===== config.mk =====
export PLATFORM = sky130hd
export DESIGN_NAME = pwm_command_parser_flat
export DESIGN_NICKNAME = d
export VERILOG_FILES = /design/src/hw/rtl/pcp_pkg.sv /design/src/hw/rtl/pcp_if.sv /design/src/hw/rtl/pcp_char_parser.sv /design/src/hw/rtl/pcp_serial_divider.sv /design/src/hw/rtl/pwm_command_parser.sv /design/src/flat_wrapper.sv
export SDC_FILE = /design/constraint.sdc
export NUM_CORES = 1
export LEC_CHECK = 0
export BUFFER_PORTS_ARGS = -buffer_cell sky130_fd_sc_hd__buf_2
export CAP_MARGIN = 15
export CORE_MARGIN = 1.5
export CORE_UTILIZATION = 65
export CTS_BUF_LIST = sky130_fd_sc_hd__clkbuf_8 sky130_fd_sc_hd__clkbuf_16
export DETAILED_ROUTE_END_ITERATION = 8
export PLACE_DENSITY = 0.85
export SYNTH_ARGS = -nofsm -noshare
export SYNTH_HDL_FRONTEND = slang
export SYNTH_SLANG_ARGS = --single-unit

===== constraint.sdc =====
create_clock -name clock -period 9.9 [get_ports clock]
set_input_delay 0.99 -clock clock [delete_from_list [all_inputs] [get_ports clock]]
set_output_delay 0.99 -clock clock [all_outputs]
set_load 0.1 [all_outputs]

===== src/hw/rtl/pcp_pkg.sv =====
// shared types and constants of the pwm command parser
`timescale 1ns / 1ps
`default_nettype none

package pcp_pkg;

   localparam int CHAR_W    = 8;
   localparam int VALUE_W   = 16;
   localparam int POS_W     = 4;
   localparam int DIGIT_W   = 4;
   localparam int FREQ_W    = 7;
   localparam int DUTY_W    = 7;
   localparam int DIV_W     = VALUE_W + DUTY_W;
   localparam int STEP_W    = 5;
   localparam int CSR_IDX_W = 1;

   localparam logic [CHAR_W-1:0] CHAR_LF   = 8'h0A;
   localparam logic [CHAR_W-1:0] CHAR_CR   = 8'h0D;
   localparam logic [CHAR_W-1:0] CHAR_ZERO = 8'h30;
   localparam logic [CHAR_W-1:0] CHAR_NINE = 8'h39;

   localparam logic [POS_W-1:0] POS_FIRST      = 4'd1;
   localparam logic [POS_W-1:0] POS_INT        = 4'd1;
   localparam logic [POS_W-1:0] POS_TENTHS     = 4'd3;
   localparam logic [POS_W-1:0] POS_DUTY_TENS  = 4'd9;
   localparam logic [POS_W-1:0] POS_DUTY_UNITS = 4'd10;
   localparam logic [POS_W-1:0] POS_LAST       = 4'd12;

   localparam logic [CSR_IDX_W-1:0] CSR_PERIOD_NUM    = 1'd0;
   localparam logic [CSR_IDX_W-1:0] CSR_COMPARE_SCALE = 1'd1;

   localparam logic [VALUE_W-1:0] PERIOD_NUM_RESET    = 16'd40000;
   localparam logic [VALUE_W-1:0] COMPARE_SCALE_RESET = 16'd400;
   localparam logic [VALUE_W-1:0] VALUE_MAX           = 16'hFFFF;

   localparam logic [STEP_W-1:0] STEPS_TOP     = STEP_W'(VALUE_W);
   localparam logic [STEP_W-1:0] STEPS_COMPARE = STEP_W'(DIV_W);

   // frame summary from the parser for the character currently offered
   typedef struct packed {
      logic              last;
      logic              digit_error;
      logic [FREQ_W-1:0] freq;
      logic [DUTY_W-1:0] duty;
   } frame_type;

   typedef struct packed {
      logic               start;
      logic [DIV_W-1:0]   dividend;
      logic [FREQ_W-1:0]  divisor;
      logic [STEP_W-1:0]  steps;
   } div_cmd_type;

   typedef struct packed {
      logic             busy;
      logic             done;
      logic [DIV_W-1:0] quotient;
   } div_status_type;

endpackage

`default_nettype wire


===== src/hw/rtl/pcp_if.sv =====
// valid/ready channels for characters in and timer settings out
`timescale 1ns / 1ps
`default_nettype none

interface pcp_req_if;
   logic                       valid;
   logic                       ready;
   logic [pcp_pkg::CHAR_W-1:0] char_code;

   modport source (output valid, output char_code, input ready);
   modport sink   (input valid, input char_code, output ready);
endinterface

interface pcp_rsp_if;
   logic                        valid;
   logic                        ready;
   logic [pcp_pkg::VALUE_W-1:0] top_value;
   logic [pcp_pkg::VALUE_W-1:0] compare_value;
   logic                        format_error;

   modport source (output valid, output top_value, output compare_value,
                   output format_error, input ready);
   modport sink   (input valid, input top_value, input compare_value,
                   input format_error, output ready);
endinterface

`default_nettype wire


===== src/hw/rtl/pcp_char_parser.sv =====
// character position counter and digit capture of the command frame
`timescale 1ns / 1ps
`default_nettype none

module pcp_char_parser (
   input  wire logic                       clock,
   input  wire logic                       reset,
   input  wire logic                       char_take,
   input  wire logic [pcp_pkg::CHAR_W-1:0] char_code,
   output pcp_pkg::frame_type              frame
);

   logic [pcp_pkg::POS_W-1:0]   pos_ff, pos_in;
   logic [pcp_pkg::DIGIT_W-1:0] int_ff, int_in;
   logic [pcp_pkg::DIGIT_W-1:0] tenths_ff, tenths_in;
   logic [pcp_pkg::DUTY_W-1:0]  duty_ff, duty_in;
   logic                        derr_ff, derr_in;

   logic                        skip_char;
   logic                        is_digit;
   logic [pcp_pkg::CHAR_W-1:0]  char_off;
   logic [pcp_pkg::DIGIT_W-1:0] digit;
   logic [pcp_pkg::DUTY_W-1:0]  digit_w;
   logic [pcp_pkg::DUTY_W-1:0]  int_w;

   always_comb begin
      skip_char = (char_code == pcp_pkg::CHAR_LF) || (char_code == pcp_pkg::CHAR_CR);
      is_digit  = (char_code >= pcp_pkg::CHAR_ZERO) && (char_code <= pcp_pkg::CHAR_NINE);
      char_off  = char_code - pcp_pkg::CHAR_ZERO;
      digit     = is_digit ? char_off[pcp_pkg::DIGIT_W-1:0] : '0;
      digit_w   = pcp_pkg::DUTY_W'(digit);
      int_w     = pcp_pkg::DUTY_W'(int_ff);

      frame.last        = !skip_char && (pos_ff == pcp_pkg::POS_LAST);
      frame.digit_error = derr_ff;
      // times ten as two shifts
      frame.freq        = (int_w << 3) + (int_w << 1) + pcp_pkg::FREQ_W'(tenths_ff);
      frame.duty        = duty_ff;

      pos_in    = pos_ff;
      int_in    = int_ff;
      tenths_in = tenths_ff;
      duty_in   = duty_ff;
      derr_in   = derr_ff;

      if (char_take && !skip_char) begin
         if (frame.last) begin
            pos_in    = pcp_pkg::POS_FIRST;
            int_in    = '0;
            tenths_in = '0;
            duty_in   = '0;
            derr_in   = 1'b0;
         end else begin
            pos_in = pos_ff + 4'd1;
            unique case (pos_ff)
               pcp_pkg::POS_INT: begin
                  int_in  = digit;
                  derr_in = derr_ff | !is_digit;
               end
               pcp_pkg::POS_TENTHS: begin
                  tenths_in = digit;
                  derr_in   = derr_ff | !is_digit;
               end
               pcp_pkg::POS_DUTY_TENS: begin
                  duty_in = (digit_w << 3) + (digit_w << 1);
                  derr_in = derr_ff | !is_digit;
               end
               pcp_pkg::POS_DUTY_UNITS: begin
                  duty_in = duty_ff + digit_w;
                  derr_in = derr_ff | !is_digit;
               end
               default: begin
               end
            endcase
         end
      end
   end

   always_ff @(posedge clock) begin
      if (reset) begin
         pos_ff    <= pcp_pkg::POS_FIRST;
         int_ff    <= '0;
         tenths_ff <= '0;
         duty_ff   <= '0;
         derr_ff   <= 1'b0;
      end else begin
         pos_ff    <= pos_in;
         int_ff    <= int_in;
         tenths_ff <= tenths_in;
         duty_ff   <= duty_in;
         derr_ff   <= derr_in;
      end
   end

endmodule

`default_nettype wire


===== src/hw/rtl/pcp_serial_divider.sv =====
// restoring divider, one quotient bit per cycle
`timescale 1ns / 1ps
`default_nettype none

module pcp_serial_divider (
   input  wire logic                clock,
   input  wire logic                reset,
   input  wire pcp_pkg::div_cmd_type cmd,
   output pcp_pkg::div_status_type  status
);

   logic                        busy_ff;
   logic                        done_ff;
   logic [pcp_pkg::STEP_W-1:0]  cnt_ff;
   logic [pcp_pkg::FREQ_W-1:0]  rem_ff, rem_in;
   logic [pcp_pkg::FREQ_W-1:0]  divisor_ff;
   logic [pcp_pkg::DIV_W-1:0]   work_ff, work_in;

   logic [pcp_pkg::FREQ_W:0]    partial;
   logic [pcp_pkg::FREQ_W:0]    diff;
   logic                        fits;

   always_comb begin
      partial = {rem_ff, work_ff[pcp_pkg::DIV_W-1]};
      diff    = partial - {1'b0, divisor_ff};
      fits    = partial >= {1'b0, divisor_ff};
      // remainder stays below the divisor, so it fits the divisor width
      rem_in  = fits ? diff[pcp_pkg::FREQ_W-1:0] : partial[pcp_pkg::FREQ_W-1:0];
      // dividend bits leave at the top while quotient bits enter at the bottom
      work_in = {work_ff[pcp_pkg::DIV_W-2:0], fits};

      status.busy     = busy_ff;
      status.done     = done_ff;
      status.quotient = work_ff;
   end

   always_ff @(posedge clock) begin
      if (reset) begin
         busy_ff <= 1'b0;
         done_ff <= 1'b0;
         cnt_ff  <= '0;
      end else begin
         done_ff <= 1'b0;
         if (cmd.start) begin
            busy_ff <= 1'b1;
            cnt_ff  <= cmd.steps;
         end else if (busy_ff) begin
            cnt_ff <= cnt_ff - 5'd1;
            if (cnt_ff == 5'd1) begin
               busy_ff <= 1'b0;
               done_ff <= 1'b1;
            end
         end
      end
   end

   always_ff @(posedge clock) begin
      if (cmd.start) begin
         rem_ff     <= '0;
         work_ff    <= cmd.dividend;
         divisor_ff <= cmd.divisor;
      end else if (busy_ff) begin
         rem_ff  <= rem_in;
         work_ff <= work_in;
      end
   end

endmodule

`default_nettype wire


===== src/hw/rtl/pwm_command_parser.sv =====
// Parser for the serial command "d.d KHz dd %" that yields PWM timer settings.
// req_chan carries one received character per item; line feed and carriage
// return are dropped, every other character moves the frame position on.
// rsp_chan carries one result per twelve counted characters: the timer top
// value, the compare value and a format error flag.
// Characters 1 to 11 of a frame are taken one per cycle. The twelfth starts
// two divisions on one shared serial divider, one quotient bit per cycle:
// 16 steps for the top value and 23 for the compare value. The result is
// written to rsp_chan after both divisions, or without them for a frame with
// a bad digit or zero frequency; req_chan.ready is low meanwhile.
// The result sits in an output register: while the receiver stalls, the next
// frame's characters, the twelfth included, are still taken and its divisions
// run; only its final write into that register waits.
// csr_we writes period_numerator (index 0) or compare_scale (index 1).
// Synchronous reset restores 40000 and 400, clears the frame to position 1
// and empties the output register; req_chan.ready is low during reset.
`timescale 1ns / 1ps
`default_nettype none

module pwm_command_parser (
   input  wire logic                          clock,
   input  wire logic                          reset,
   pcp_req_if.sink                            req_chan,
   pcp_rsp_if.source                          rsp_chan,
   input  wire logic                          csr_we,
   input  wire logic [pcp_pkg::CSR_IDX_W-1:0] csr_index,
   input  wire logic [pcp_pkg::VALUE_W-1:0]   csr_wdata
);

   typedef enum logic [1:0] {
      S_IDLE,
      S_TOP_WAIT,
      S_CMP_WAIT,
      S_OUT
   } state_type;

   state_type                   state_ff;
   logic [pcp_pkg::VALUE_W-1:0] period_num_ff;
   logic [pcp_pkg::VALUE_W-1:0] compare_scale_ff;

   pcp_pkg::frame_type          frame;
   pcp_pkg::div_cmd_type        div_cmd_ff;
   pcp_pkg::div_status_type     div_stat;

   logic [pcp_pkg::FREQ_W-1:0]  freq_ff;
   logic [pcp_pkg::DIV_W-1:0]   prod_ff;
   logic [pcp_pkg::VALUE_W-1:0] res_top_ff;
   logic [pcp_pkg::VALUE_W-1:0] res_cmp_ff;
   logic                        res_err_ff;

   logic                        rsp_valid_ff;
   logic [pcp_pkg::VALUE_W-1:0] rsp_top_ff;
   logic [pcp_pkg::VALUE_W-1:0] rsp_cmp_ff;
   logic                        rsp_err_ff;

   logic                        char_take;
   logic                        out_load;
   logic [pcp_pkg::VALUE_W-1:0] cmp_sat;

   pcp_char_parser u_parser (
      .clock     (clock),
      .reset     (reset),
      .char_take (char_take),
      .char_code (req_chan.char_code),
      .frame     (frame)
   );

   pcp_serial_divider u_divider (
      .clock  (clock),
      .reset  (reset),
      .cmd    (div_cmd_ff),
      .status (div_stat)
   );

   always_comb begin
      req_chan.ready = (state_ff == S_IDLE) && !reset;
      char_take      = req_chan.valid && req_chan.ready;
      out_load       = (state_ff == S_OUT) && (!rsp_valid_ff || rsp_chan.ready);
      cmp_sat        = (div_stat.quotient[pcp_pkg::DIV_W-1:pcp_pkg::VALUE_W] != '0)
                       ? pcp_pkg::VALUE_MAX : div_stat.quotient[pcp_pkg::VALUE_W-1:0];

      rsp_chan.valid         = rsp_valid_ff;
      rsp_chan.top_value     = rsp_top_ff;
      rsp_chan.compare_value = rsp_cmp_ff;
      rsp_chan.format_error  = rsp_err_ff;
   end

   always_ff @(posedge clock) begin
      if (reset) begin
         period_num_ff    <= pcp_pkg::PERIOD_NUM_RESET;
         compare_scale_ff <= pcp_pkg::COMPARE_SCALE_RESET;
      end else if (csr_we) begin
         unique case (csr_index)
            pcp_pkg::CSR_PERIOD_NUM:    period_num_ff    <= csr_wdata;
            pcp_pkg::CSR_COMPARE_SCALE: compare_scale_ff <= csr_wdata;
            default: begin
            end
         endcase
      end
   end

   always_ff @(posedge clock) begin
      if (reset) begin
         state_ff         <= S_IDLE;
         div_cmd_ff.start <= 1'b0;
         rsp_valid_ff     <= 1'b0;
      end else begin
         div_cmd_ff.start <= 1'b0;
         if (rsp_chan.ready) begin
            rsp_valid_ff <= 1'b0;
         end
         unique case (state_ff)
            S_IDLE: begin
               if (char_take && frame.last) begin
                  freq_ff <= frame.freq;
                  prod_ff <= pcp_pkg::DIV_W'(compare_scale_ff)
                             * pcp_pkg::DIV_W'(frame.duty);
                  if (frame.digit_error || (frame.freq == '0)) begin
                     res_top_ff <= '0;
                     res_cmp_ff <= '0;
                     res_err_ff <= 1'b1;
                     state_ff   <= S_OUT;
                  end else begin
                     res_err_ff          <= 1'b0;
                     div_cmd_ff.start    <= 1'b1;
                     div_cmd_ff.dividend <= {period_num_ff,
                                             (pcp_pkg::DIV_W-pcp_pkg::VALUE_W)'(0)};
                     div_cmd_ff.divisor  <= frame.freq;
                     div_cmd_ff.steps    <= pcp_pkg::STEPS_TOP;
                     state_ff            <= S_TOP_WAIT;
                  end
               end
            end
            S_TOP_WAIT: begin
               if (div_stat.done) begin
                  res_top_ff          <= div_stat.quotient[pcp_pkg::VALUE_W-1:0];
                  div_cmd_ff.start    <= 1'b1;
                  div_cmd_ff.dividend <= prod_ff;
                  div_cmd_ff.divisor  <= freq_ff;
                  div_cmd_ff.steps    <= pcp_pkg::STEPS_COMPARE;
                  state_ff            <= S_CMP_WAIT;
               end
            end
            S_CMP_WAIT: begin
               if (div_stat.done) begin
                  res_cmp_ff <= cmp_sat;
                  state_ff   <= S_OUT;
               end
            end
            S_OUT: begin
               if (out_load) begin
                  rsp_valid_ff <= 1'b1;
                  state_ff     <= S_IDLE;
               end
            end
            default: state_ff <= S_IDLE;
         endcase
      end
   end

   always_ff @(posedge clock) begin
      if (out_load) begin
         rsp_top_ff <= res_top_ff;
         rsp_cmp_ff <= res_cmp_ff;
         rsp_err_ff <= res_err_ff;
      end
   end

   // the divider is never restarted while a division runs
   a_div_start_idle: assert property (@(posedge clock) disable iff (reset)
      div_cmd_ff.start |-> !div_stat.busy)
      else $error("divider started while busy");

   // a finished division only lands in one of the waiting states
   a_div_done_waiting: assert property (@(posedge clock) disable iff (reset)
      div_stat.done |-> (state_ff == S_TOP_WAIT || state_ff == S_CMP_WAIT))
      else $error("division finished outside a waiting state");

   // a good frame end always launches the top value division
   a_good_frame_divides: assert property (@(posedge clock) disable iff (reset)
      (char_take && frame.last && !frame.digit_error && frame.freq != '0)
      |=> (state_ff == S_TOP_WAIT && div_cmd_ff.start))
      else $error("good frame did not start a division");

   // an error result carries zero settings
   a_error_zero: assert property (@(posedge clock) disable iff (reset)
      (rsp_valid_ff && rsp_err_ff) |-> (rsp_top_ff == '0 && rsp_cmp_ff == '0))
      else $error("error result with nonzero settings");

endmodule

`default_nettype wire

===== src/flat_wrapper.sv =====
// flat-port wrapper written by rule: the top's interface ports become plain ports
module pwm_command_parser_flat 
  (clock, reset, csr_we, csr_index, csr_wdata, req_chan_valid, req_chan_char_code, req_chan_ready, rsp_chan_valid, rsp_chan_top_value, rsp_chan_compare_value, rsp_chan_format_error, rsp_chan_ready);
  pcp_req_if req_chan_i ();
  pcp_rsp_if rsp_chan_i ();
  input  wire logic clock;
  input  wire logic reset;
  input  wire logic csr_we;
  input  wire logic [pcp_pkg::CSR_IDX_W-1:0] csr_index;
  input  wire logic [pcp_pkg::VALUE_W-1:0] csr_wdata;
  input wire logic [$bits(req_chan_i.valid)-1:0] req_chan_valid;
  input wire logic [$bits(req_chan_i.char_code)-1:0] req_chan_char_code;
  output wire logic [$bits(req_chan_i.ready)-1:0] req_chan_ready;
  output wire logic [$bits(rsp_chan_i.valid)-1:0] rsp_chan_valid;
  output wire logic [$bits(rsp_chan_i.top_value)-1:0] rsp_chan_top_value;
  output wire logic [$bits(rsp_chan_i.compare_value)-1:0] rsp_chan_compare_value;
  output wire logic [$bits(rsp_chan_i.format_error)-1:0] rsp_chan_format_error;
  input wire logic [$bits(rsp_chan_i.ready)-1:0] rsp_chan_ready;
  assign req_chan_i.valid = req_chan_valid;
  assign req_chan_i.char_code = req_chan_char_code;
  assign req_chan_ready = req_chan_i.ready;
  assign rsp_chan_valid = rsp_chan_i.valid;
  assign rsp_chan_top_value = rsp_chan_i.top_value;
  assign rsp_chan_compare_value = rsp_chan_i.compare_value;
  assign rsp_chan_format_error = rsp_chan_i.format_error;
  assign rsp_chan_i.ready = rsp_chan_ready;
  pwm_command_parser u_core (.clock(clock), .reset(reset), .req_chan(req_chan_i), .rsp_chan(rsp_chan_i), .csr_we(csr_we), .csr_index(csr_index), .csr_wdata(csr_wdata));
endmodule

## After elaboration in Yosys (flattened, before gate mapping)

Index checks and enable logic that the tools add are counted.
W data, S select, Z words.

| storage, ports and cells | value |
|---|---|
| register bits after elaboration | 231 |
| bits of input ports | 30 |

| cells by class | value |
|---|---|
| add/sub/neg operators | 8 |
| $mul | 1 |
| order comparisons | 3 |
| eq/ne operators | 17 |
| muxes and demuxes | 40 |
| bitwise logic cells | 4 |
| reductions and logical operators | 37 |

Operator list:

| kind | count |
|---|---|
| $mux W36 | 3 |
| $mux W16 | 5 |
| $pmux W36 S2 | 1 |
| $pmux W16 S2 | 2 |
| $mux W23 | 2 |
| $mux W4 | 6 |
| $mul A16 B7 Y23 | 1 |
| $eq A8 B4 Y1 const B | 2 |
| $reduce_and A5 Y1 | 3 |
| $add A7 B4 Y7 | 2 |
| $add A7 B5 Y7 | 2 |
| $mux W7 | 2 |
| $pmux W7 S2 | 1 |
| $eq A4 B4 Y1 const B | 3 |
| $reduce_and A2 Y1 | 6 |
| $reduce_bool A2 Y1 | 6 |
| $mux W1 | 10 |
| $mux W2 | 5 |
| $mux W5 | 2 |
| $ne A2 B2 Y1 const B | 5 |
| $ge A8 B6 Y1 const B | 1 |
| $ge A8 B7 Y1 | 1 |
| $le A8 B6 Y1 const B | 1 |
| $pmux W2 S4 | 1 |
| 23 further kinds | 37 |

## Longest topological paths before layout

Gate-level depths: netlist (run 1).

| depth | value |
|---|---|
| depth in word-level cells | 7 |
| mapped depth | 17 |
| gate-level depth less buffers | 16 |

## Modules after synthesis

From an unflattened synthesis (run 1), not the netlist that was laid out.

| second synthesis, totals | value |
|---|---|
| cells, all modules | 1,180 |
| area, all modules | 13,231.4 sq um |

By module, submodules not included:

| module | instances | cells each | area each (sq um) | seq. area each (sq um) |
|---|---|---|---|---|
| pwm_command_parser | 1 | 808 | 9,369.0 | 4,564.4 |
| pcp_serial_divider | 1 | 199 | 2,346.0 | 1,181.1 |
| pcp_char_parser | 1 | 173 | 1,516.5 | 400.4 |

## Worst setup path before layout (run 1)

Ideal clock, no wire load.

| timing | value |
|---|---|
| path kind | input-to-reg |
| from | input reset |
| to | register u_core.div_cmd_ff[10] (netlist bit) (enable) |
| data arrival time | 4,272 ps |
| data required time | 9,468 ps |
| path slack | 5,197 ps |
| stages on the path | 7 |
| path buffers | 1 |
| cells stage by stage | clkbuf_1 -> nand3b_1 -> a31oi_2 -> nand2_1 -> inv_1 -> nand2b_1 -> a21oi_1 |

| between the ends | value |
|---|---|
| word-level cells in the longest chain between the ends | 6 |

RTL lines:

| element | RTL line | text |
|---|---|---|
| from (decl) | flat_wrapper.sv:7 | `input wire logic reset;` |
| $logic_not A1 Y1 | pwm_command_parser.sv:76 | `req_chan.ready = (state_ff == S_IDLE) && !reset;` |
| $logic_and A1 B1 Y1 | pwm_command_parser.sv:76 |  |
| $logic_and A1 B1 Y1 | pwm_command_parser.sv:77 | `char_take = req_chan.valid && req_chan.ready;` |
| $logic_and A1 B1 Y1 | pwm_command_parser.sv:114 | `if (char_take && frame.last) begin` |
| $ne A2 B2 Y1 (no source line) | n/a |  |
| $reduce_and A5 Y1 (no source line) (*) | n/a |  |
| to (decl) | pwm_command_parser.sv:42 | `pcp_pkg::div_cmd_type div_cmd_ff;` |

Mark *: on every way between the ends. The rest lies on a longest branch, timed or not.
A chain may end at the register's enable or synchronous reset.

## Final worst setup path (run 1)

| timing | value |
|---|---|
| from | register u_core.u_parser.duty_ff[4] (netlist bit) |
| to | register u_core.prod_ff[13] (netlist bit), data pin |

| between the ends | value |
|---|---|
| word-level cells in the longest chain between the ends | 1 |

RTL lines:

| element | RTL line | text |
|---|---|---|
| from (decl) | pcp_char_parser.sv:16 | `logic [pcp_pkg::DUTY_W-1:0] duty_ff, duty_in;` |
| from (signal assigned) | pcp_char_parser.sv:90 | `duty_ff <= duty_in;` |
| $mul A16 B7 Y23 | pwm_command_parser.sv:117 | `* pcp_pkg::DIV_W'(frame.duty);` |
| to (signal assigned) | pwm_command_parser.sv:116 | `prod_ff <= pcp_pkg::DIV_W'(compare_scale_ff)` |
| to (decl) | pwm_command_parser.sv:46 | `logic [pcp_pkg::DIV_W-1:0] prod_ff;` |

No other way between the ends.

==> impl_metrics.py, run 1 <==
metrics = {
    "global_routing": {
        "antenna_found_initial": 0,
        "grt.total_usage_pct": 25.49,
        "overflow": 0,
        "grt_pass1_wl_mm": 41.33,
        "grt_pass1_vias": 8312,
        "grt_max_degree": 63,
    },
    "run": {
        "maxCapViolations": 0,
    },
    "synth": {
        "yosys.area.top_type": "edfxtp_1",
        "yosysUniqueCellTypes": 60,
        "synth.most_common_cell": "edfxtp_1",
        "syn_nets": 1318,
        "synthTopCellsByArea": "edfxtp_1 37%, fa_1 12%, dfxtp_1 11%",
        "syn_area_um2": 12860,
        "yosys_register_bits": 228,
        "yosys.area.top_type_share_pct": 36.90,
        "syn_area_per_cell_um2": 11.25,
        "ys_seq_area_share_pct": 47.80,
        "yosysWarningCount": 0,
        "yosys-top-cells-count": "158 x edfxtp_1, 135 x nand2_1, 102 x and2_1",
        "synth_edf_count": 158,
        "ys.flop_type": "edfxtp_1",
        "synth_cells": 1143,
        "synthArstFlopShare_pct": 0,
    },
    "final_layout": {
        "fillers": 1302,
        "final_cells": 1479,
        "finalNetCount": 1372,
        "final_core_utilization_pct": 72.83,
        "fin_area_um2": 14170,
        "diodes": 0,
        "drive_gt1_share_pct": 11.78,
        "syn2layout_area_growth_pct": 10.25,
    },
    "drt": {
        "finalWirelength_mm": 25.20,
        "vias_per_cell": 5.744,
        "ant_nets": 0,
        "num_vias": 8495,
        "drt_pre_antenna_iters": 7,
        "wl_per_cell_um": 17.04,
        "drt_iter0_drc": 537,
        "route.detailed.drc": 0,
    },
    "clock_tree": {
        "postCtsSetupRepairBufs": 0,
        "insertion_delay_ps": 520,
        "clock_path_buffers": 3,
        "cts-root-buf": "clkbuf_16",
        "cts_resized": 0,
        "cts_tree": "done",
        "cts_made_buffers": 23,
        "hold_buffers": 0,
        "clkTransAtPathRegs_ps": 70,
        "h-tree-depth": 1,
        "clock_sinks": 228,
    },
    "floorplan": {
        "io_pins": 65,
        "core-area_um2": 19460,
        "start_util_pct": 66.06,
        "die_h_um": 143.6,
        "die_area_um2": 20630,
        "die_w_um": 143.6,
        "core.rowCount": 51,
    },
    "outcome": {
        "status": "complete, no violations",
    },
    "worst_setup_path": {
        "crit_start": "u_core.u_parser.duty_ff[4]$_SDFFE_PP0P_",
        "arrival_ps": 5440,
        "start_kind": "register",
        "rr_startpoint": "u_core.u_parser.duty_ff[4]$_SDFFE_PP0P_",
        "path_class": "register to register",
        "timing.reg2reg.setup_slack_ps": 4840,
        "crit_fanout": 21,
        "required_ps": 10280,
        "worstSetupEndpointType": "register",
    },
    "pwr": {
        "p_leak_nw": 6.002,
        "peakVddDrop_mv": 0.1213,
        "p_total_mw": 2.172,
        "power_density_nw_per_um2": 153.3,
    },
    "timing": {
        "slew_viol_final": 0,
        "post-route-min-period_ps": 5063,
        "rsz0062_at_grt": "false",
        "finClkSkew_ps": 25.57,
        "slew_headroom_pct": 24.21,
        "tightest_slew_ps": 1135,
        "finalSetupViolCount": 0,
        "fmax_ghz": 0.1975,
        "fin_ws_ps": 4837,
        "finalHoldViolCount": 0,
        "hold_slack_ps": 413.1,
        "finalCritPeriodShare_pct": 51.14,
        "finalSetupTns_ps": 0,
    },
    "worst_hold_path": {
        "hp-start": "u_core.div_cmd_ff[8]$_DFFE_PP_",
        "hold_class": "register to register",
    },
    "place": {
        "gp_congestion": 0.9302,
        "placed_area_um2": 13400,
        "dp_hpwl_mm": 18.01,
        "io_buffers": 64,
        "place_ws_ps": 4892,
        "dp.cells": 1437,
    },
}
-- layout by cell type, fill, tap and decap left out, types with 14 or more instances in the layout --
cell type  netlist  layout
edfxtp_1       158     158
dfxtp_1         70      70
buf_2            1      64
ha_1            71      71
o21ai_0         31      31
clkbuf_16        0      23
nor2_1          45      45
nand2_1        135     135
inv_1           94      96
mux2_2          24      24
a22o_1          23      23
nor3_1          15      15
nand3_1         14      14
a21o_1          14      14
fa_1            74      74
xnor2_1         19      19
and2_1         102     102
o21a_1          22      22
a21oi_1         67      66
-- cells by family after synthesis --
group,synth area share (%)
mux,2.647
compound gates,10.33
flops,47.80
xor+xnor,2.044
buf+inv,4.107
simple gates,14.65
fa+ha+maj,18.43
-- routing by layer --
metal	global-route usage (%)	wire, um
met1	34.55	10760
met4	7.948	536
met2	43.02	12440
met3	3.366	1454
met5	0	0
-- flip-flops by register name (all words and copies together), names as in the netlist, 5 cells and up --
name                           count
u_core.u_divider.rem_ff            7
u_core.rsp_chan.compare_value     16
u_core.u_divider.work_ff          23
u_core.u_divider.cnt_ff            5
u_core.u_parser.duty_ff            7
u_core.prod_ff                    23
u_core.u_divider.divisor_ff        7
u_core.res_cmp_ff                 16
u_core.compare_scale_ff           16
u_core.div_cmd_ff                 33
u_core.freq_ff                     7
u_core.period_num_ff              16
u_core.rsp_chan.top_value         16
u_core.res_top_ff                 16
-- worst paths after layout --
kind	endpoint	cells past startpoint
setup / recovery	u_core.prod_ff[13]$_DFFE_PP_	15
hold / removal	u_core.u_divider.divisor_ff[3]$_DFFE_PP_	0
setup reg to reg	u_core.prod_ff[13]$_DFFE_PP_	15
hold reg to reg	u_core.u_divider.divisor_ff[3]$_DFFE_PP_	0
-- critical path, stage by stage, from the launching register on --
cell	delay, ps
dfxtp_1	730
nand2_1	160
fa_1	480
fa_1	550
inv_1	60
fa_1	520
inv_1	50
fa_1	520
inv_1	40
ha_1	350
o211ai_1	120
o21ai_0	400
nor2_1	90
o41ai_1	570
a311oi_1	170
nor2_1	130
-- report_power, final --
part,switching [mW],leakage [nW],internal (mW)
Combinational,0.117,3.63,0.0694
Sequential,0.0281,1.99,1.07
Clock,0.367,0.385,0.521
Total,0.512,6.00,1.66
-- area by class of cell --
class | count | area [um^2] | share of cell area (%)
clock inverter | 17 | 173.9 | 1.227
timing repair buffer | 71 | 372.9 | 2.630
clock buffer | 25 | 603.1 | 4.255
multi-input combinational | 779 | 6195 | 43.70
tap | 265 | 331.6 | 2.339
inverter | 94 | 352.8 | 2.489
sequential | 228 | 6146 | 43.36
(Power assumes the default switching activity.)
==> run 2: changes to the inputs <==
--- a/config.mk
+++ b/config.mk
@@ -8,10 +8,10 @@
 export BUFFER_PORTS_ARGS = -buffer_cell sky130_fd_sc_hd__buf_2
 export CAP_MARGIN = 15
 export CORE_MARGIN = 1.5
-export CORE_UTILIZATION = 65
+export CORE_UTILIZATION = 62
 export CTS_BUF_LIST = sky130_fd_sc_hd__clkbuf_8 sky130_fd_sc_hd__clkbuf_16
 export DETAILED_ROUTE_END_ITERATION = 8
-export PLACE_DENSITY = 0.85
+export PLACE_DENSITY = 0.82
 export SYNTH_ARGS = -nofsm -noshare
 export SYNTH_HDL_FRONTEND = slang
 export SYNTH_SLANG_ARGS = --single-unit
==> constraint.sdc (replaced) <==
create_clock -name clock -period 4.97 [get_ports clock]
set_input_delay 0.497 -clock clock [delete_from_list [all_inputs] [get_ports clock]]
set_output_delay 0.497 -clock clock [all_outputs]
set_load 0.1 [all_outputs]
==> run 2 against run 1 <==
Against the previous run:
- clock skew fell by 18 ps
- clock power rose by 79%
- via count barely moved
- die area rose by 4.7%
- hold slack got worse by 170 ps
- maximum frequency rose by 7.2%
- largest cell class unchanged
- largest power group unchanged
- highest routed layer unchanged
==> impl_metrics.py, run 2 (same netlist as run 1, synthesis figures left out) <==
metrics = {
    "final_layout": {
        "mostFrequentLayoutCells": "158 x edfxtp_1, 135 x nand2_1, 102 x and2_1, 99 x inv_1, 74 x fa_1",
        "largest_reg_flops": 33,
        "finalNetCount": 1385,
        "fin_area_um2": 14190,
        "layout_commonest_cell": "edfxtp_1",
        "diodes": 0,
        "register_area_um2": 6146,
        "final_cells": 1496,
        "fillers": 1457,
        "syn2layout_area_growth_pct": 10.39,
        "multi_input_area_um2": 6195,
        "drive_gt1_share_pct": 12.15,
        "reg.largest.list": "u_core.div_cmd_ff x33, u_core.prod_ff x23, u_core.u_divider.work_ff x23",
        "top_register": "u_core.div_cmd_ff",
        "final_core_utilization_pct": 69.92,
    },
    "global_routing": {
        "grt.total_usage_pct": 23.83,
        "grt_pass1_vias": 8271,
        "antenna_found_initial": 0,
        "grt_pass1_wl_mm": 41.46,
        "overflow": 0,
        "grt_max_degree": 62,
    },
    "clock_tree": {
        "clkTransAtPathRegs_ps": 60,
        "cts-root-buf": "clkbuf_16",
        "clock_path_buffers": 3,
        "h-tree-depth": 1,
        "insertion_delay_ps": 500,
        "hold_buffers": 0,
        "cts_tree": "done",
        "clock_sinks": 228,
        "cts_resized": 0,
        "cts_made_buffers": 23,
    },
    "worst_setup_path": {
        "crit_fanout": 16,
        "path_class": "register to register",
        "crit_top_cell": "fa_1",
        "max_stage_delay_ps": 540,
        "timing.reg2reg.setup_slack_ps": 250,
        "r2r-end": "u_core.prod_ff[20]$_DFFE_PP_",
        "arrival_ps": 4970,
        "slowest_stage": "fa_1",
        "endpoint": "u_core.prod_ff[20]$_DFFE_PP_",
        "path_depth": 15,
        "rr_startpoint": "u_core.u_parser.duty_ff[4]$_SDFFE_PP0P_",
        "start_kind": "register",
        "reg2reg_depth": 15,
        "required_ps": 5210,
        "worstSetupEndpointType": "register",
        "cp_top_family": "adder cells",
        "crit_start": "u_core.u_parser.duty_ff[4]$_SDFFE_PP0P_",
        "path_buf_inv": 3,
        "path_cells": "buf_4, and2_1, fa_1, fa_1, fa_1, inv_1, fa_1, inv_1, ha_1, nand4_1, nand2b_1, o22ai_1, nor2_1, a311oi_1, xor2_1",
    },
    "drt": {
        "wl_per_cell_um": 16.74,
        "drt_iter0_drc": 493,
        "vias_per_cell": 5.673,
        "drt_pre_antenna_iters": 5,
        "route.detailed.drc": 0,
        "finalWirelength_mm": 25.05,
        "ant_nets": 0,
        "num_vias": 8487,
    },
    "place": {
        "dp_hpwl_mm": 18.33,
        "gp_congestion": 0.8691,
        "place_ws_ps": 220.9,
        "io_buffers": 64,
        "dp.cells": 1454,
        "placed_area_um2": 13490,
    },
    "timing": {
        "fin_ws_ps": 246.7,
        "tightest_slew_ps": 1039,
        "slew_viol_final": 0,
        "fmax_ghz": 0.2117,
        "finalSetupTns_ps": 0,
        "hold_slack_ps": 245.6,
        "finalSetupViolCount": 0,
        "post-route-min-period_ps": 4723,
        "finalCritPeriodShare_pct": 95.04,
        "finClkSkew_ps": 7.995,
        "finalHoldViolCount": 0,
        "slew_headroom_pct": 30.59,
    },
    "pwr": {
        "p_total_mw": 4.157,
        "p_clk_share_pct": 38.3,
        "seq_power_share_pct": 52.5,
        "pwr-share-comb_pct": 9.2,
        "power.net_switching_uw": 988.6,
        "p_leak_nw": 6.030,
        "switching_share_pct": 23.78,
        "power_density_nw_per_um2": 292.9,
        "p_int_mw": 3.169,
        "peakVddDrop_mv": 0.1639,
    },
    "floorplan": {
        "core-area_um2": 20300,
        "die_w_um": 147.0,
        "start_util_pct": 63.34,
        "die_area_um2": 21610,
        "die_h_um": 147.0,
        "core.rowCount": 52,
        "io_pins": 65,
    },
    "outcome": {
        "status": "complete, no violations",
    },
    "run": {
        "maxCapViolations": 0,
    },
    "worst_hold_path": {
        "hold_class": "primary input to register",
    },
}
-- run 2: cell types whose count changed in the layout (fill, tap and decap cells not counted), sizes merged --
cell / previous run / this run
clkbuf: 25 / 23
inv: 98 / 100
bufinv: 3 / 1
clkinvlp: 2 / 3
buf: 71 / 84
-- run 2: power groups by stage --
stage	Combinational, mW	Clock, mW	Sequential [mW]
CTS	0.381	1.61	2.18
global route	0.424	1.70	2.19
detailed placement	0.376	0	2.22
global placement	0.362	0	2.22
finish	0.382	1.59	2.18
floorplan	0.277	0	2.21
-- run 2: worst min path at each step --
stage,startpoint,endpoint,cells past startpoint
2_1_floorplan,u_core.res_cmp_ff[0]$_SDFFCE_PN0P_,u_core.rsp_chan.compare_value[0]$_DFFE_PP_,0
3_3_place_gp,u_core.res_top_ff[12]$_SDFFCE_PP0P_,u_core.rsp_chan.top_value[12]$_DFFE_PP_,0
3_5_place_dp,u_core.res_cmp_ff[15]$_SDFFCE_PN0P_,u_core.rsp_chan.compare_value[15]$_DFFE_PP_,0
4_1_cts,csr_wdata[15],u_core.period_num_ff[15]$_SDFFE_PP1P_,3
5_1_grt,csr_wdata[10],u_core.period_num_ff[10]$_SDFFE_PP1P_,3
6_report,csr_wdata[10],u_core.period_num_ff[10]$_SDFFE_PP1P_,3
-- run 2: layer usage --
metal	part of all wire (%)	wire [um]	up-vias	global-route usage, %
met5	0	0	-	0
met4	1.6	393	0	5.500
met3	5.2	1296	29	3.230
met2	49	12170	245	40.78
met1	45	11190	4131	32.63
li1	-	-	4082	-
-- run 2: worst reg2reg max path, cell delays in order, from the launching register on --
cell,delay (ps)
dfxtp_1,440
buf_4,250
and2_1,180
fa_1,440
fa_1,510
fa_1,540
inv_1,60
fa_1,540
inv_1,40
ha_1,410
nand4_1,230
nand2b_1,200
o22ai_1,120
nor2_1,100
a311oi_1,300
xor2_1,110
-- run 2: cell type report --
| cell class | instances | share of cell area [%] |
|---|---|---|
| Tap cell | 270 | 2.380 |
| Inverter | 94 | 2.486 |
| Sequential cell | 228 | 43.30 |
| Timing Repair Buffer | 84 | 3.315 |
| Multi-Input combinational cell | 779 | 43.64 |
| Clock inverter | 18 | 0.8198 |
| Clock buffer | 23 | 4.055 |
-- run 2: timing repair --
action,in CTS,in global routing
hold endpoints to repair,0,0
setup endpoints to repair,0,1
setup buffers,0,1
==> run 3: changes to the inputs <==
--- a/config.mk
+++ b/config.mk
@@ -9,7 +9,6 @@
 export CAP_MARGIN = 15
 export CORE_MARGIN = 1.5
 export CORE_UTILIZATION = 62
-export CTS_BUF_LIST = sky130_fd_sc_hd__clkbuf_8 sky130_fd_sc_hd__clkbuf_16
 export DETAILED_ROUTE_END_ITERATION = 8
 export PLACE_DENSITY = 0.82
 export SYNTH_ARGS = -nofsm -noshare
==> run 3 against run 2 <==
Against the previous run:
- combinational power barely moved
- total power rose by 0.29%
- highest routed layer unchanged
- clock skew barely moved
- non-clock buffer count did not move
- sequential power barely moved
- design area did not move
- critical path type unchanged
- first-iteration DRC count rose by 0.81%
- largest cell class unchanged
==> impl_metrics.py, run 3 (same netlist as run 1, synthesis figures left out) <==
metrics = {
    "timing": {
        "fmax_ghz": 0.2117,
        "finalCritPeriodShare_pct": 95.04,
        "finalHoldViolCount": 0,
        "finClkSkew_ps": 7.705,
        "post-route-min-period_ps": 4723,
        "fin_ws_ps": 246.7,
        "finalSetupViolCount": 0,
        "tightest_slew_ps": 1039,
        "slew_headroom_pct": 30.60,
        "slew_viol_final": 0,
    },
    "final_layout": {
        "mostFrequentLayoutCells": "158 x edfxtp_1, 135 x nand2_1, 102 x and2_1, 94 x inv_1, 74 x fa_1",
        "diodes": 0,
        "multi_input_area_um2": 6195,
        "finalNetCount": 1385,
        "drive_gt1_share_pct": 12.15,
        "top_register": "u_core.div_cmd_ff",
        "reg.largest.list": "u_core.div_cmd_ff x33, u_core.prod_ff x23, u_core.u_divider.work_ff x23",
        "largest_reg_flops": 33,
        "layout_commonest_cell": "edfxtp_1",
        "fillers": 1457,
        "syn2layout_area_growth_pct": 10.39,
        "register_area_um2": 6146,
        "fin_area_um2": 14190,
    },
    "clock_tree": {
        "postCtsSetupRepairBufs": 0,
        "insertion_delay_ps": 500,
        "cts-root-buf": "clkbuf_16",
        "cts_resized": 0,
        "clock_sinks": 228,
        "cts_made_buffers": 23,
        "cts_tree": "done",
        "clock_path_buffers": 3,
        "hold_buffers": 0,
        "clkTransAtPathRegs_ps": 70,
        "h-tree-depth": 1,
    },
    "worst_setup_path": {
        "path_buf_inv": 3,
        "path_cells": "buf_4, and2_1, fa_1, fa_1, fa_1, inv_1, fa_1, inv_1, ha_1, nand4_1, nand2b_1, o22ai_1, nor2_1, a311oi_1, xor2_1",
        "path_class": "register to register",
        "crit_fanout": 16,
        "crit_top_cell": "fa_1",
        "slowest_stage": "fa_1",
        "crit_start": "u_core.u_parser.duty_ff[4]$_SDFFE_PP0P_",
        "arrival_ps": 4970,
        "required_ps": 5210,
        "max_stage_delay_ps": 540,
        "rr_startpoint": "u_core.u_parser.duty_ff[4]$_SDFFE_PP0P_",
        "cp_top_family": "adder cells",
        "start_kind": "register",
        "worstSetupEndpointType": "register",
    },
    "drt": {
        "drt_pre_antenna_iters": 5,
        "num_vias": 8468,
        "vias_per_cell": 5.660,
        "ant_nets": 0,
        "drt_iter0_drc": 497,
        "route.detailed.drc": 0,
        "wl_per_cell_um": 16.75,
        "finalWirelength_mm": 25.06,
    },
    "global_routing": {
        "grt_max_degree": 62,
        "grt.total_usage_pct": 23.83,
        "grt_pass1_wl_mm": 41.46,
        "antenna_found_initial": 0,
        "overflow": 0,
        "grt_pass1_vias": 8271,
    },
    "worst_hold_path": {
        "hold_class": "primary input to register",
        "hp-start": "csr_wdata[15]",
    },
    "outcome": {
        "status": "complete, no violations",
    },
    "pwr": {
        "peakVddDrop_mv": 0.1639,
        "p_leak_nw": 6.010,
        "power_density_nw_per_um2": 293.7,
    },
    "floorplan": {
        "die_w_um": 147.0,
        "die_area_um2": 21610,
        "io_pins": 65,
        "start_util_pct": 63.34,
        "core.rowCount": 52,
        "die_h_um": 147.0,
        "core-area_um2": 20300,
    },
    "place": {
        "gp_congestion": 0.8691,
        "io_buffers": 64,
        "placed_area_um2": 13490,
        "place_ws_ps": 220.9,
        "dp_hpwl_mm": 18.33,
    },
    "run": {
        "maxCapViolations": 0,
    },
}
-- run 3: layout make-up --
cell class	count	share of cell area, %
Timing Repair Buffer	84	3.315
Clock buffer	28	4.187
Multi-Input combinational cell	779	43.64
Clock inverter	13	0.6876
Inverter	94	2.486
Sequential cell	228	43.30
Tap cell	270	2.380
-- run 3: layer usage --
metal / up-vias / GRT usage, % / part of all wire [%]
met2: 234 / 40.78 / 49
met4: 0 / 5.500 / 1.6
li1: 4081 / - / -
met5: - / 0 / 0
met1: 4121 / 32.63 / 45
met3: 32 / 3.230 / 5.0
-- run 3: final timing paths --
| check | endpoint | slack [ps] | depth (start not counted) |
|---|---|---|---|
| setup / recovery | u_core.prod_ff[20]$_DFFE_PP_ | 250 | 15 |
| hold / removal | u_core.period_num_ff[15]$_SDFFE_PP1P_ | 240 | 3 |
| setup reg to reg | u_core.prod_ff[20]$_DFFE_PP_ | 250 | 15 |
| hold reg to reg | u_core.rsp_chan.format_error$_DFFE_PP_ | 410 | 0 |
-- run 3: tightest hold or removal path, cell delays in order --
cell	delay, ps
buf_2	100
nand2_1	50
nand3b_1	70
-- run 3: report_power, final --
| group | switching [mW] | internal, mW | leakage [nW] |
|---|---|---|---|
| Sequential | 0.0521 | 2.13 | 1.99 |
| Combinational | 0.239 | 0.142 | 3.69 |
| Clock | 0.699 | 0.905 | 0.326 |
| Total | 0.990 | 3.18 | 6.01 |
-- run 3: stage by stage --
stage	hold slack [ps]	std cells	total power, mW	util, %	TNS [ps]
global route	252.3	1496	4.324	69.92	-0.5951
CTS	225.0	1495	4.187	69.88	0
finish	243.7	1496	4.169	69.92	0
global placement	403.4	1454	2.580	66.48	0
detailed placement	404.5	1454	2.600	66.48	0
floorplan	400.3	1143	2.485	-	0
